File: src/djta_pkg.sv
package djta_pkg;
    localparam int SLOTS_DEF = 16;
    localparam int QUAR_DEF  = 4;
    localparam int TW        = 48;

    localparam logic [2:0] OP_SUBMIT  = 3'd0;
    localparam logic [2:0] OP_PASS    = 3'd1;
    localparam logic [2:0] OP_VISIT   = 3'd2;
    localparam logic [2:0] OP_REPORT  = 3'd3;
    localparam logic [2:0] OP_CANCEL  = 3'd4;
    localparam logic [2:0] OP_TAKE    = 3'd5;
    localparam logic [2:0] OP_RELEASE = 3'd6;
    localparam logic [2:0] OP_SUPER   = 3'd7;

    localparam logic [1:0] PH_FREE   = 2'd0;
    localparam logic [1:0] PH_ACTIVE = 2'd1;
    localparam logic [1:0] PH_DONE   = 2'd2;

    localparam logic [2:0] RS_NONE     = 3'd0;
    localparam logic [2:0] RS_DONE     = 3'd1;
    localparam logic [2:0] RS_FAILED   = 3'd2;
    localparam logic [2:0] RS_DEADLINE = 3'd3;
    localparam logic [2:0] RS_CANCEL   = 3'd4;
    localparam logic [2:0] RS_OVERRUN  = 3'd5;

    localparam logic [1:0] VA_NONE    = 2'd0;
    localparam logic [1:0] VA_EXPIRED = 2'd1;
    localparam logic [1:0] VA_DEFER   = 2'd2;
    localparam logic [1:0] VA_GRANT   = 2'd3;

    localparam logic [1:0] ST_PROGRESS = 2'd0;
    localparam logic [1:0] ST_DONE     = 2'd1;
    localparam logic [1:0] ST_FAILED   = 2'd2;

    localparam logic [1:0] REG_PASS  = 2'd0;
    localparam logic [1:0] REG_MAXB  = 2'd1;
    localparam logic [1:0] REG_GRACE = 2'd2;

    localparam logic [23:0] GEN_MASK = 24'h00FFFFFF;

    // Shared 48-bit adder/subtracter request and result.
    typedef struct packed {
        logic [TW-1:0] a;
        logic [TW-1:0] b;
        logic          sub;
    } alu_req_t;

    typedef struct packed {
        logic [TW-1:0] sum;
        logic          carry;
    } alu_rsp_t;
endpackage

File: src/djta_alu.sv
module djta_alu (
    input  djta_pkg::alu_req_t req,
    output djta_pkg::alu_rsp_t rsp
);
    import djta_pkg::*;
    logic [TW:0] full;

    // Subtract as a + ~b + 1; carry set means a >= b.
    always_comb
    begin
        if (req.sub)
        begin
            full = {1'b0, req.a} + {1'b0, ~req.b} + {{TW{1'b0}}, 1'b1};
        end
        else
        begin
            full = {1'b0, req.a} + {1'b0, req.b};
        end
        rsp.sum   = full[TW-1:0];
        rsp.carry = full[TW];
    end
endmodule

File: src/deadline_job_table_admission_core.sv
// Deadline job table: SLOTS job slots with generation-tagged handles and a
// QUARANTINE_ENTRIES list of quarantined step ids. One word is taken when
// in_valid is high and in_stall is low; the result word is presented after
// a decode state and then the 48-bit add or compare steps that the opcode
// needs, all through the single shared adder, and in_stall stays high until
// the result word is taken, so no new word is taken before the last result
// word is taken. Visits use the most adder steps (deadline compare, pass-end
// compare, slack compare, return-by sum).
// Configuration writes take effect at once and must only occur while idle.
module deadline_job_table_admission_core
    import djta_pkg::*;
#(
    parameter int SLOTS              = djta_pkg::SLOTS_DEF,
    parameter int QUARANTINE_ENTRIES = djta_pkg::QUAR_DEF
) (
    input  logic        clk,
    input  logic        rst_n,
    input  logic        cfg_we,
    input  logic [1:0]  cfg_index,
    input  logic [15:0] cfg_data,
    input  logic        in_valid,
    output logic        in_stall,
    input  logic [2:0]  opcode,
    input  logic [47:0] now_ms,
    input  logic [31:0] job_handle,
    input  logic [3:0]  slot_index,
    input  logic [15:0] step_id,
    input  logic [15:0] step_budget,
    input  logic [31:0] job_timeout,
    input  logic [1:0]  cadence,
    input  logic [1:0]  step_status,
    output logic        out_valid,
    input  logic        out_stall,
    output logic        ok,
    output logic [31:0] out_handle,
    output logic [2:0]  job_reason,
    output logic [1:0]  visit_action,
    output logic [47:0] return_by_ms,
    output logic        pet_watchdog,
    output logic        was_quarantined,
    output logic        any_busy,
    output logic        wants_fast
);
    localparam int SW = (SLOTS > 1) ? $clog2(SLOTS) : 1;
    localparam int QW = (QUARANTINE_ENTRIES > 1) ? $clog2(QUARANTINE_ENTRIES) : 1;
    localparam logic [TW-1:0] MAX48 = {TW{1'b1}};

    localparam logic [2:0] S_IDLE = 3'd0;
    localparam logic [2:0] S_DEC  = 3'd1;
    localparam logic [2:0] S_A1   = 3'd2;
    localparam logic [2:0] S_A2   = 3'd3;
    localparam logic [2:0] S_A3   = 3'd4;
    localparam logic [2:0] S_A4   = 3'd5;
    localparam logic [2:0] S_OUT  = 3'd6;

    logic [2:0] state_reg, state_next;

    logic [15:0] pass_b_reg, maxb_reg, grace_reg;

    logic [1:0]  ph_reg   [SLOTS];
    logic [23:0] gen_reg  [SLOTS];
    logic [2:0]  rsn_reg  [SLOTS];
    logic        fast_reg [SLOTS];
    logic [15:0] bud_reg  [SLOTS];
    logic [47:0] dl_reg   [SLOTS];
    logic [15:0] stp_reg  [SLOTS];
    logic [15:0] q_reg    [QUARANTINE_ENTRIES];
    logic [47:0] pass_stop_reg, run_due_reg;
    logic        run_act_reg;

    // Latched input word.
    logic [2:0]  op_reg;
    logic [47:0] now_reg;
    logic [31:0] hdl_reg;
    logic [3:0]  si_reg;
    logic [15:0] step_reg;
    logic [15:0] bin_reg;
    logic [31:0] to_reg;
    logic [1:0]  cad_reg;
    logic [1:0]  sts_reg;

    // Decoded target and scratch.
    logic [SW-1:0] tgt_reg;
    logic          tvalid_reg;
    logic [47:0]   tmp_reg;

    // Result word.
    logic        ok_reg, pet_reg, quar_reg;
    logic [31:0] oh_reg;
    logic [2:0]  rs_reg;
    logic [1:0]  va_reg;
    logic [47:0] rb_reg;

    alu_req_t areq;
    alu_rsp_t arsp;

    djta_alu u_alu (.req(areq), .rsp(arsp));

    // Decode helpers (combinational scans over slot and quarantine state).
    logic          free_found;
    logic [SW-1:0] free_idx;
    logic          listed;
    logic          q_free_found;
    logic [QW-1:0] q_free_idx;
    logic          q_hit;
    logic [QW-1:0] q_hit_idx;
    logic          h_ok;
    logic [SW-1:0] h_idx;
    logic [7:0]    h_low;
    logic          si_ok;
    logic [SW-1:0] si_idx;
    logic          busy_c, fast_c;
    logic [15:0]   qstep;

    always_comb
    begin
        free_found = 1'b0;
        free_idx   = '0;
        for (int i = SLOTS - 1; i >= 0; i--)
        begin
            if (ph_reg[i] == PH_FREE)
            begin
                free_found = 1'b1;
                free_idx   = SW'(i);
            end
        end
        si_idx = SW'(si_reg);
        si_ok  = ({28'd0, si_reg} < 32'(SLOTS)) && (ph_reg[si_idx] == PH_ACTIVE);
        qstep = (op_reg == OP_REPORT) ? stp_reg[si_idx] : step_reg;
        listed       = 1'b0;
        q_hit        = 1'b0;
        q_hit_idx    = '0;
        q_free_found = 1'b0;
        q_free_idx   = '0;
        for (int i = QUARANTINE_ENTRIES - 1; i >= 0; i--)
        begin
            if (q_reg[i] == qstep && qstep != 16'd0)
            begin
                listed    = 1'b1;
                q_hit     = 1'b1;
                q_hit_idx = QW'(i);
            end
            if (q_reg[i] == 16'd0)
            begin
                q_free_found = 1'b1;
                q_free_idx   = QW'(i);
            end
        end
        h_low = hdl_reg[7:0];
        h_idx = SW'(h_low - 8'd1);
        h_ok  = (h_low != 8'd0) && ({24'd0, h_low} <= 32'(SLOTS))
                && (ph_reg[h_idx] != PH_FREE)
                && ((gen_reg[h_idx] & GEN_MASK) == hdl_reg[31:8]);
        busy_c = 1'b0;
        fast_c = 1'b0;
        for (int i = 0; i < SLOTS; i++)
        begin
            if (ph_reg[i] == PH_ACTIVE)
            begin
                busy_c = 1'b1;
                fast_c = fast_c | fast_reg[i];
            end
        end
    end

    // Adder operand selection per step.
    always_comb
    begin
        areq = '0;
        case (state_reg)
            S_A1:
            begin
                case (op_reg)
                    OP_SUBMIT: areq = '{a: now_reg, b: {16'd0, to_reg}, sub: 1'b0};
                    OP_PASS:   areq = '{a: now_reg, b: {32'd0, pass_b_reg}, sub: 1'b0};
                    OP_VISIT:  areq = '{a: now_reg, b: dl_reg[tgt_reg], sub: 1'b1};
                    OP_REPORT: areq = '{a: run_due_reg, b: now_reg, sub: 1'b1};
                    OP_SUPER:  areq = '{a: now_reg, b: run_due_reg, sub: 1'b1};
                    default:   areq = '0;
                endcase
            end
            S_A2:
            begin
                if (op_reg == OP_VISIT)
                begin
                    areq = '{a: pass_stop_reg, b: now_reg, sub: 1'b1};
                end
                else
                begin
                    areq = '{a: tmp_reg, b: {32'd0, grace_reg}, sub: 1'b1};
                end
            end
            S_A3:    areq = '{a: tmp_reg, b: {32'd0, bud_reg[tgt_reg]}, sub: 1'b1};
            S_A4:    areq = '{a: now_reg, b: {32'd0, bud_reg[tgt_reg]}, sub: 1'b0};
            default: areq = '0;
        endcase
    end

    logic [47:0] sat_sum;
    assign sat_sum = arsp.carry ? MAX48 : arsp.sum;

    always_comb
    begin
        state_next = state_reg;
        case (state_reg)
            S_IDLE:  if (in_valid) state_next = S_DEC;
            S_DEC:   state_next = S_A1;
            S_A1:    state_next = S_OUT;
            S_A2:    state_next = S_OUT;
            S_A3:    state_next = S_OUT;
            S_A4:    state_next = S_OUT;
            S_OUT:   if (!out_stall) state_next = S_IDLE;
            default: state_next = S_IDLE;
        endcase
        if (state_reg == S_A1)
        begin
            if (op_reg == OP_VISIT && tvalid_reg && !arsp.carry) state_next = S_A2;
            if (op_reg == OP_SUPER && run_act_reg && arsp.carry
                && arsp.sum != 48'd0) state_next = S_A2;
        end
        if (state_reg == S_A2 && op_reg == OP_VISIT && arsp.carry
            && arsp.sum != 48'd0)
            state_next = S_A3;
        if (state_reg == S_A3 && arsp.carry) state_next = S_A4;
    end

    assign in_stall  = (state_reg != S_IDLE);
    assign out_valid = (state_reg == S_OUT);

    always_ff @(posedge clk or negedge rst_n)
    begin
        if (!rst_n)
        begin
            state_reg     <= S_IDLE;
            pass_b_reg    <= 16'd10;
            maxb_reg      <= 16'd10;
            grace_reg     <= 16'd5;
            pass_stop_reg <= '0;
            run_due_reg   <= '0;
            run_act_reg   <= 1'b0;
            for (int i = 0; i < SLOTS; i++)
            begin
                ph_reg[i]   <= PH_FREE;
                gen_reg[i]  <= 24'd1;
                rsn_reg[i]  <= RS_NONE;
                fast_reg[i] <= 1'b0;
            end
            for (int i = 0; i < QUARANTINE_ENTRIES; i++)
            begin
                q_reg[i] <= '0;
            end
        end
        else
        begin
            state_reg <= state_next;
            if (cfg_we)
            begin
                case (cfg_index)
                    REG_PASS:  pass_b_reg <= cfg_data;
                    REG_MAXB:  maxb_reg   <= cfg_data;
                    REG_GRACE: grace_reg  <= cfg_data;
                    default:   ;
                endcase
            end
            case (state_reg)
                S_DEC:
                begin
                    case (op_reg)
                        OP_SUBMIT:
                        begin
                            tgt_reg    <= free_idx;
                            tvalid_reg <= free_found && step_reg != 16'd0
                                && bin_reg != 16'd0 && bin_reg <= maxb_reg
                                && to_reg != 32'd0 && cad_reg <= 2'd1 && !listed;
                        end
                        OP_VISIT, OP_REPORT:
                        begin
                            tgt_reg    <= si_idx;
                            tvalid_reg <= si_ok;
                        end
                        OP_CANCEL:
                        begin
                            tgt_reg    <= h_idx;
                            tvalid_reg <= h_ok && ph_reg[h_idx] == PH_ACTIVE;
                        end
                        OP_TAKE:
                        begin
                            tgt_reg    <= h_idx;
                            tvalid_reg <= h_ok && ph_reg[h_idx] == PH_DONE;
                        end
                        default:
                        begin
                            tgt_reg    <= '0;
                            tvalid_reg <= 1'b0;
                        end
                    endcase
                end
                S_A1:
                begin
                    case (op_reg)
                        OP_SUBMIT:
                        begin
                            if (tvalid_reg)
                            begin
                                ph_reg[tgt_reg]   <= PH_ACTIVE;
                                rsn_reg[tgt_reg]  <= RS_NONE;
                                fast_reg[tgt_reg] <= cad_reg[0];
                                ok_reg <= 1'b1;
                                oh_reg <= {gen_reg[tgt_reg], 8'(32'(tgt_reg) + 1)};
                            end
                        end
                        OP_PASS:
                        begin
                            pass_stop_reg <= sat_sum;
                            ok_reg        <= 1'b1;
                        end
                        OP_VISIT:
                        begin
                            if (tvalid_reg)
                            begin
                                ok_reg <= 1'b1;
                                if (arsp.carry)
                                begin
                                    ph_reg[tgt_reg]  <= PH_DONE;
                                    rsn_reg[tgt_reg] <= RS_DEADLINE;
                                    va_reg <= VA_EXPIRED;
                                    rs_reg <= RS_DEADLINE;
                                end
                                else
                                begin
                                    va_reg <= VA_DEFER;
                                    rs_reg <= rsn_reg[tgt_reg];
                                end
                            end
                        end
                        OP_REPORT:
                        begin
                            if (tvalid_reg && run_act_reg)
                            begin
                                run_act_reg <= 1'b0;
                                ok_reg      <= 1'b1;
                                if (!arsp.carry)
                                begin
                                    // Late: quarantine the step and end overrun.
                                    if (!listed && qstep != 16'd0 && q_free_found)
                                        q_reg[q_free_idx] <= qstep;
                                    ph_reg[tgt_reg]  <= PH_DONE;
                                    rsn_reg[tgt_reg] <= RS_OVERRUN;
                                    rs_reg   <= RS_OVERRUN;
                                    quar_reg <= 1'b1;
                                end
                                else
                                begin
                                    case (sts_reg)
                                        ST_PROGRESS:
                                        begin
                                            pet_reg <= 1'b1;
                                            rs_reg  <= rsn_reg[tgt_reg];
                                        end
                                        ST_DONE:
                                        begin
                                            pet_reg          <= 1'b1;
                                            ph_reg[tgt_reg]  <= PH_DONE;
                                            rsn_reg[tgt_reg] <= RS_DONE;
                                            rs_reg           <= RS_DONE;
                                        end
                                        ST_FAILED:
                                        begin
                                            ph_reg[tgt_reg]  <= PH_DONE;
                                            rsn_reg[tgt_reg] <= RS_FAILED;
                                            rs_reg           <= RS_FAILED;
                                        end
                                        default: rs_reg <= rsn_reg[tgt_reg];
                                    endcase
                                end
                            end
                        end
                        OP_CANCEL:
                        begin
                            if (tvalid_reg)
                            begin
                                ph_reg[tgt_reg]  <= PH_DONE;
                                rsn_reg[tgt_reg] <= RS_CANCEL;
                                ok_reg <= 1'b1;
                                rs_reg <= RS_CANCEL;
                            end
                        end
                        OP_TAKE:
                        begin
                            if (tvalid_reg)
                            begin
                                ok_reg <= 1'b1;
                                rs_reg <= rsn_reg[tgt_reg];
                                ph_reg[tgt_reg]   <= PH_FREE;
                                rsn_reg[tgt_reg]  <= RS_NONE;
                                fast_reg[tgt_reg] <= 1'b0;
                                gen_reg[tgt_reg]  <= (gen_reg[tgt_reg] + 24'd1) & GEN_MASK;
                            end
                        end
                        OP_RELEASE:
                        begin
                            if (q_hit)
                            begin
                                q_reg[q_hit_idx] <= '0;
                                ok_reg <= 1'b1;
                            end
                        end
                        default: tmp_reg <= arsp.sum;
                    endcase
                end
                S_A2:
                begin
                    if (op_reg == OP_VISIT)
                    begin
                        tmp_reg <= arsp.sum;
                    end
                    else
                    begin
                        ok_reg <= arsp.carry;
                    end
                end
                S_A4:
                begin
                    rb_reg      <= sat_sum;
                    run_due_reg <= sat_sum;
                    run_act_reg <= 1'b1;
                    va_reg      <= VA_GRANT;
                end
                default: ;
            endcase
            if (state_reg == S_IDLE && in_valid)
            begin
                ok_reg   <= 1'b0;
                oh_reg   <= '0;
                rs_reg   <= RS_NONE;
                va_reg   <= VA_NONE;
                rb_reg   <= '0;
                pet_reg  <= 1'b0;
                quar_reg <= 1'b0;
            end
        end
    end

    // Deadline, budget and step payloads carry no reset.
    always_ff @(posedge clk)
    begin
        if (state_reg == S_IDLE && in_valid)
        begin
            op_reg   <= opcode;
            now_reg  <= now_ms;
            hdl_reg  <= job_handle;
            si_reg   <= slot_index;
            step_reg <= step_id;
            bin_reg  <= step_budget;
            to_reg   <= job_timeout;
            cad_reg  <= cadence;
            sts_reg  <= step_status;
        end
        if (state_reg == S_A1 && op_reg == OP_SUBMIT && tvalid_reg)
        begin
            bud_reg[tgt_reg] <= bin_reg;
            dl_reg[tgt_reg]  <= sat_sum;
            stp_reg[tgt_reg] <= step_reg;
        end
    end

    assign ok              = ok_reg;
    assign out_handle      = oh_reg;
    assign job_reason      = rs_reg;
    assign visit_action    = va_reg;
    assign return_by_ms    = rb_reg;
    assign pet_watchdog    = pet_reg;
    assign was_quarantined = quar_reg;
    assign any_busy        = busy_c;
    assign wants_fast      = fast_c;
endmodule

File: config.mk
export PLATFORM = sky130hd
export DESIGN_NAME = deadline_job_table_admission_core
export DESIGN_NICKNAME = d
export VERILOG_FILES = /design/src/djta_pkg.sv /design/src/djta_alu.sv /design/src/deadline_job_table_admission_core.sv
export SDC_FILE = /design/constraint.sdc
export NUM_CORES = 2
export LEC_CHECK = 0
export BUFFER_PORTS_ARGS = -buffer_cell sky130_fd_sc_hd__buf_2
export CAP_MARGIN = 15
export CORE_UTILIZATION = 60
export DETAILED_ROUTE_END_ITERATION = 6
export GPL_TIMING_DRIVEN = 0
export MAX_ROUTING_LAYER = met4
export PLACE_DENSITY_LB_ADDON = 0.12
export SYNTH_ARGS = -nofsm -noshare
export SYNTH_HDL_FRONTEND = slang
export SYNTH_SLANG_ARGS = --single-unit
File: constraint.sdc
create_clock -name clk -period 8.9 [get_ports clk]
set_clock_uncertainty 0.05 [all_clocks]
set_input_delay 1.78 -clock clk [delete_from_list [all_inputs] [get_ports clk]]
set_output_delay 1.78 -clock clk [all_outputs]
set_load 0.02 [all_outputs]
# Word-level counts from Yosys, hierarchy flattened
# Memories as Yosys holds them, arrays and structs flattened. A register that Yosys moved wholly into a read port is not among the register bits.
# Index checks and enable logic that the tools add are counted.
dict set report word_totals {
  out_inout_bits 92
  ram_bits 1280
  wordCells 508
  regBits 988
  mem_count 3
  in_bits 178
}
dict set report op_classes {
  n_mux 194
  order_cmp 11
  add_sub_neg 6
  reduce_logical 93
  eq_ne 57
  bitwise 50
}
# name words width read_ports rd_clocked_by_memory_dff wr line_no
set mem_list {}
lappend mem_list {dl_reg 16 48 1 1 1 deadline_job_table_admission_core.sv:65} ;# logic [47:0] dl_reg [SLOTS];
lappend mem_list {bud_reg 16 16 1 1 1 deadline_job_table_admission_core.sv:64} ;# logic [15:0] bud_reg [SLOTS];
lappend mem_list {stp_reg 16 16 1 1 1 deadline_job_table_admission_core.sv:66} ;# logic [15:0] stp_reg [SLOTS];
# operator count
set ops {}
lappend ops {{$pmux W97 S5} 1}
lappend ops {{$mux W48} 10}
lappend ops {{$pmux W97 S4} 1}
lappend ops {{$bwmux W384} 1}
lappend ops {{$mux W32} 11}
lappend ops {{$mux W64} 4}
lappend ops {{$bmux W24 S4} 2}
lappend ops {{$pmux W48 S2} 2}
lappend ops {{$pmux W48 S4} 1}
lappend ops {{$pmux W32 S5} 1}
lappend ops {{$and A32 B32 Y32} 4}
lappend ops {{$not A32 Y32} 4}
lappend ops {{$pmux W64 S2} 1}
lappend ops {{$mux W24} 5}
lappend ops {{$add A48 B48 Y49} 2}
lappend ops {{$mux W97} 1}
lappend ops {{$demux W24 S4} 1}
lappend ops {{$not A48 Y48} 2}
lappend ops {{$and A16 B16 Y16} 5}
lappend ops {{$mux W16} 5}
lappend ops {{$not A16 Y16} 5}
lappend ops {{$or A16 B16 Y16} 5}
lappend ops {{$mux W4} 19}
lappend ops {{$mux W1} 74}
lappend ops {{other kinds (69)} 244}

# Logic depth before layout (Yosys ltp)
dict set report depth {
  word_depth 32
  depth_mapped 27
  depth_no_buf 22
}

# Hierarchy
# A second synthesis with hierarchy kept.
dict set report unflattened {
  hier_cells 7134
  hier_area_um2 104158.6
}
# module seq_area_each_um2 n_inst area_each_um2 cells_each
set modules_own_cells {}
lappend modules_own_cells {deadline_job_table_admission_core 64829.7 1 97987.7 6164}
lappend modules_own_cells {djta_alu 0.0 1 6170.9 970}

# Worst setup path before layout
# No wires, ideal clock.
dict set report synth_timing {
  path_type {reg2reg}
  from {register (tool-made name)}
  to {register state_reg[0]}
  n_path_buf 5
  required_time_ns 8.702
  path_stages_with_launch 25
  setup_time_ns 0.148
  path_slack_ns 1.803
  synth_period_minus_slack_ns 7.097
  arrival_ns 6.898
  cell_sequence {dfxtp_1 -> clkbuf_1 -> buf_1 -> clkbuf_1 -> buf_1 -> buf_1 -> mux4_2 -> mux4_2 -> a21oi_1 -> o21ai_0 -> ha_1 -> inv_1 -> fa_1 -> a21o_1 -> a2111oi_4 -> nor4_2 -> o311a_1 -> a2bb2oi_1 -> xnor2_1 -> nand4_1 -> or4_1 -> or4_1 -> or4_1 -> nor3_2 -> a41oi_1}
}
# item line_no
set synth_rtl {}
lappend synth_rtl {{to (signal assigned)} deadline_job_table_admission_core.sv:255} ;# state_reg <= state_next;
lappend synth_rtl {{to (decl)} deadline_job_table_admission_core.sv:56} ;# logic [2:0] state_reg, state_next;

# Worst setup path after layout
dict set report layout_timing {
  from {register state_reg[2]}
  to {register pass_stop_reg[28]}
}
dict set report layout_via {
  elab_chain_cells 7
  elab_cells_between_ends 12
  cone_classes {add/sub: 3; eq/ne: 4; mux: 3; bitwise: 1; reduce/logical: 1}
}
# item line_no
set layout_lines {}
lappend layout_lines {{$eq A3 B3 Y1, or another cell as far along} deadline_job_table_admission_core.sv:170} ;# case (state_reg)
lappend layout_lines {{$pmux W97 S4} deadline_job_table_admission_core.sv:170}
lappend layout_lines {{$not A48 Y48} djta_alu.sv:13} ;# full = {1'b0, req.a} + {1'b0, ~req.b} + {{TW{1'b0}}, 1'b1};
lappend layout_lines {{$add A48 B48 Y49} djta_alu.sv:13}
lappend layout_lines {{$add A49 B1 Y49} djta_alu.sv:13}
lappend layout_lines {{$mux W49} djta_alu.sv:11} ;# if (req.sub)
lappend layout_lines {{$mux W48} deadline_job_table_admission_core.sv:200} ;# assign sat_sum = arsp.carry ? MAX48 : arsp.sum;
lappend layout_lines {{to (signal assigned)} deadline_job_table_admission_core.sv:314} ;# pass_stop_reg <= sat_sum;
lappend layout_lines {{to (decl)} deadline_job_table_admission_core.sv:68} ;# logic [47:0] pass_stop_reg, run_due_reg;
# Several ways; a longest one is shown, not always the timed one.
# A chain may end at the register's enable or synchronous reset.

==> flow_summary.yaml <==
worst_setup_path:
  cp-end-kind: "register"
  critical_path.n_buffers_inverters: 7
  cp_max_fo: 10
  crit_family: "compound AO/OA/AOI/OAI gates"
  worst-endpoint-arrival_ns: 9.63
  r2r_cells: 22
  timing.setup.critical_path_class: "register to register"
  worstSetupStartpointType: "register"
  cp_required_ns: 9.53
  critical-path-slowest-cell: "clkdlybuf4s15_1"
  crit_path_cell_trace: "nand2b_1, buf_2, nor2_2, nand2_1, o21ai_1, clkbuf_1, clkbuf_1, a221o_1, ha_1, buf_4, o21bai_1, a22o_1, a211oi_2, o21ai_2, o211ai_1, a21oi_1, a211o_2, nand2_4, clkbuf_2, clkbuf_2, clkdlybuf4s15_1, a31oi_1"
  critical-path-max-stage-delay_ns: 0.73
  timing.critical_path.depth: 22
layout:
  area.growth.synth_to_final_pct: 13.67
  drive_gt1_frac: 0.2136
  largest_register_ffs: 768
  mostFrequentLayoutCells: "edfxtp_1, nor2_1, dfrtp_1, mux4_2, a21oi_1"
  num-nets-final: 8282
  finalInstanceArea_um2: 119300
  final_common_cell: "edfxtp_1"
  num-fill-cells: 12030
yosys:
  synth_warnings: 0
  asyncSetResetFlopFracSynth: 0.3040
  synth_enable_flop_cells: 1576
  post_syn_nets: 7673
  synthCells: 7371
  synth.avg_cell_area_um2: 14.24
  syn_area_um2: 105000
  netlist-cell-type-count: 90
  portion_of_the_post_synthesis_area_used_by_sequential_elements: 0.6176
  synth_ff_type: "edfxtp_1"
  yosys_register_bits: 2276
grt:
  pin_count_of_the_biggest_net_entering_global_routing: 127
  globalRoute.totalOverflow: 0
  gr-usage-all-layers: 0.4248
  number_of_antenna_violations_at_the_first_check_in_global_routing: 13
  wire_length_of_the_first_global_routing_pass_mm: 512.1
  use_met2: 0.6395
  grtUsageMet3: 0.08039
  grt_use_met1: 0.5325
  busiest_layer: "met2"
  first_global_vias: 71330
clocking:
  cts.sink_count: 2276
  clock_input_transition_at_the_sequential_cells_of_the_worst_setup_and_hold_paths_ns: 0.07
  htree_levels: 4
  numCtsBuffers: 222
  cts-root-to-sink-buffers: 3
  clkLatencyLatePin_ns: 0.89
  cts_tree: "yes"
  hold_buffers: 0
  cts_root_buffer: "clkbuf_16"
placement:
  gp_congestion: 1.001
  numPortBuffers: 269
  pre_cts_slack_ns: -3.358
  detailed_place_hpwl_mm: 254.3
  place_area_um2: 111500
detailed_routing:
  routed_wire_length_mm: 362.8
  drt_pass1_iterations: 7
  via_count: 72950
  detail_route.vias_per_cell: 6.945
  drc: 10
  antenna_viol_nets_final: 0
  routedWlPerCell_um: 34.54
  drt_iter0_drc: 9917
outcome:
  run_status: "finished with violations"
  violations: "design-rule violations, negative setup slack"
sta:
  setup_ws_ns: -0.09811
  headroom_to_the_max_slew_limit: 0.1179
  fmax_mhz: 111.1
  worst-slew-pin-transition_ns: 1.323
  slew_violations: 0
  period_minus_slack_ns: 8.998
  final_hold_vio_count: 0
  post-route-period-util: 1.011
  report.final.setup_viol: 58
floorplanning:
  core_region_area_um2: 173800
  floorplan.die_area_um2: 176600
  top_level_ports: 270
  initial_core_util: 0.6039
  std_cell_rows: 153
  die_w_um: 420.3
  fp.dieH_um: 420.3
min_path:
  hold_depth: 2
  hold_path.class: "register to register"
run:
  maxCapViolations: 0
power_and_ir_drop:
  leakage_power_nw: 44.11
  power.ir.vdd_worst_uv: 238.8
  power-per-cell-area_nw_per_um2: 304.0
cells in the mapped netlist (20+ instances only):
cell type	number	area (µm²)
clkbuf_1	375	1408
nor2b_1	43	269.0
xnor2_1	119	1042
o221ai_1	21	183.9
o2bb2ai_1	65	569.3
a21oi_1	485	2427
a31oi_1	51	319.1
ha_1	122	1526
buf_1	96	360.4
and3_1	20	125.1
o21a_1	21	157.7
dfstp_2	22	578.1
a21o_1	22	165.2
a22oi_1	74	555.5
nor3_1	55	275.3
inv_1	165	619.3
a221oi_1	25	219.0
nand2b_1	44	275.3
buf_2	44	220.2
nand4_1	59	369.1
nor2_1	739	2774
nor4_1	78	488.0
a211oi_1	23	172.7
o211ai_1	25	187.7
mux4_2	588	13240
nand3_1	86	430.4
edfxtp_1	1576	47330
o21ai_0	315	1577
xor2_1	115	1007
mux2_2	205	2308
o31ai_1	24	180.2
mux2i_1	239	2392
dfrtp_1	670	16770
a221o_1	48	480.5
nand2_1	447	1678
cell families (layout without fill, tap and decap cells):
kind of cell             count (synthesis)  count (layout)  share of synthesized area
buffers and inverters                  697            1499                    0.02598
other                                    0               7                          0
adder cells (fa/ha/maj)                124             124                    0.01492
AO/OA/AOI/OAI                         1352            1352                    0.08141
multiplexers                          1032            1032                     0.1709
AND/OR/NAND/NOR                       1656            1656                    0.06962
flip-flops                            2276            2276                     0.6176
XOR/XNOR                               234             234                    0.01952
per-layer routing:
layer	share of wire	routed length, µm
met3	0.10	36510
met4	0.078	28380
met1	0.36	129800
met5	0	0
met2	0.46	168100
path summary, 6_finish.rpt:
check	from	to	slack, ns
worst max-delay path	state_reg[2]	pass_stop_reg[28]	-0.1
worst min-delay path	gen_reg[336]	gen_reg[336]	0.45
worst max register to register	state_reg[2]	pass_stop_reg[28]	-0.1
worst min register to register	gen_reg[336]	gen_reg[336]	0.45
max in group asynchronous	rst_n	maxb_reg[1]	6.14
min in group asynchronous	rst_n	q_reg[24]	0.86
through the flow:
| stage | hold slack (ns) | utilization | setup TNS (ns) | total power, mW | instances |
|---|---|---|---|---|---|
| floorplan | 0.4115 | - | 0 | 21.85 | 7371 |
| global placement | 0.4249 | 0.6284 | - | 26.02 | 9965 |
| detailed placement | 0.4400 | 0.6416 | -2635.39 | 26.30 | 10070 |
| CTS | 0.4508 | 0.6849 | 0 | 35.84 | 10490 |
| global route | 0.4634 | 0.6864 | -0.002585 | 37.28 | 10500 |
| finish | 0.4498 | 0.6865 | -3.304 | 36.27 | 10510 |
repair_timing:
item | 4_1_cts | 5_1_grt
cloned | 0 | 0
gates resized for setup | 111 | 67
pin swaps | 2 | 0
setup endpoints to repair | 1086 | 547
setup buffers | 2 | 0
worst reg2reg max path, delay by kind of cell, from the launching register on:
| family | cells | cell delay, ns |
|---|---|---|
| adder cells (fa/ha/maj) | 1 | 0.15 |
| flip-flops | 1 | 0.47 |
| buffers and inverters | 7 | 3.19 |
| AO/OA/AOI/OAI | 10 | 3.43 |
| AND/OR/NAND/NOR | 4 | 1.53 |
power by group:
part           internal (mW)  switching, mW
sequential              14.3          0.674
clock                   5.32           4.22
combinational           3.31           8.42
layout make-up:
cell class              count  area, µm²  share of cell area
plain buffers             526       2226             0.01865
multi-input cells        4398      37740              0.3163
flip-flops and latches   2276      64830              0.5433
inverters                 170      638.1            0.005348
clock buffers             307       6158             0.05161
diodes                      7      17.52           0.0001468
well taps                2325       2909             0.02438
repair buffers            386       3656             0.03064
clock inverters           110       1145            0.009595
Note: power is estimated with default switching activity, not from simulation.
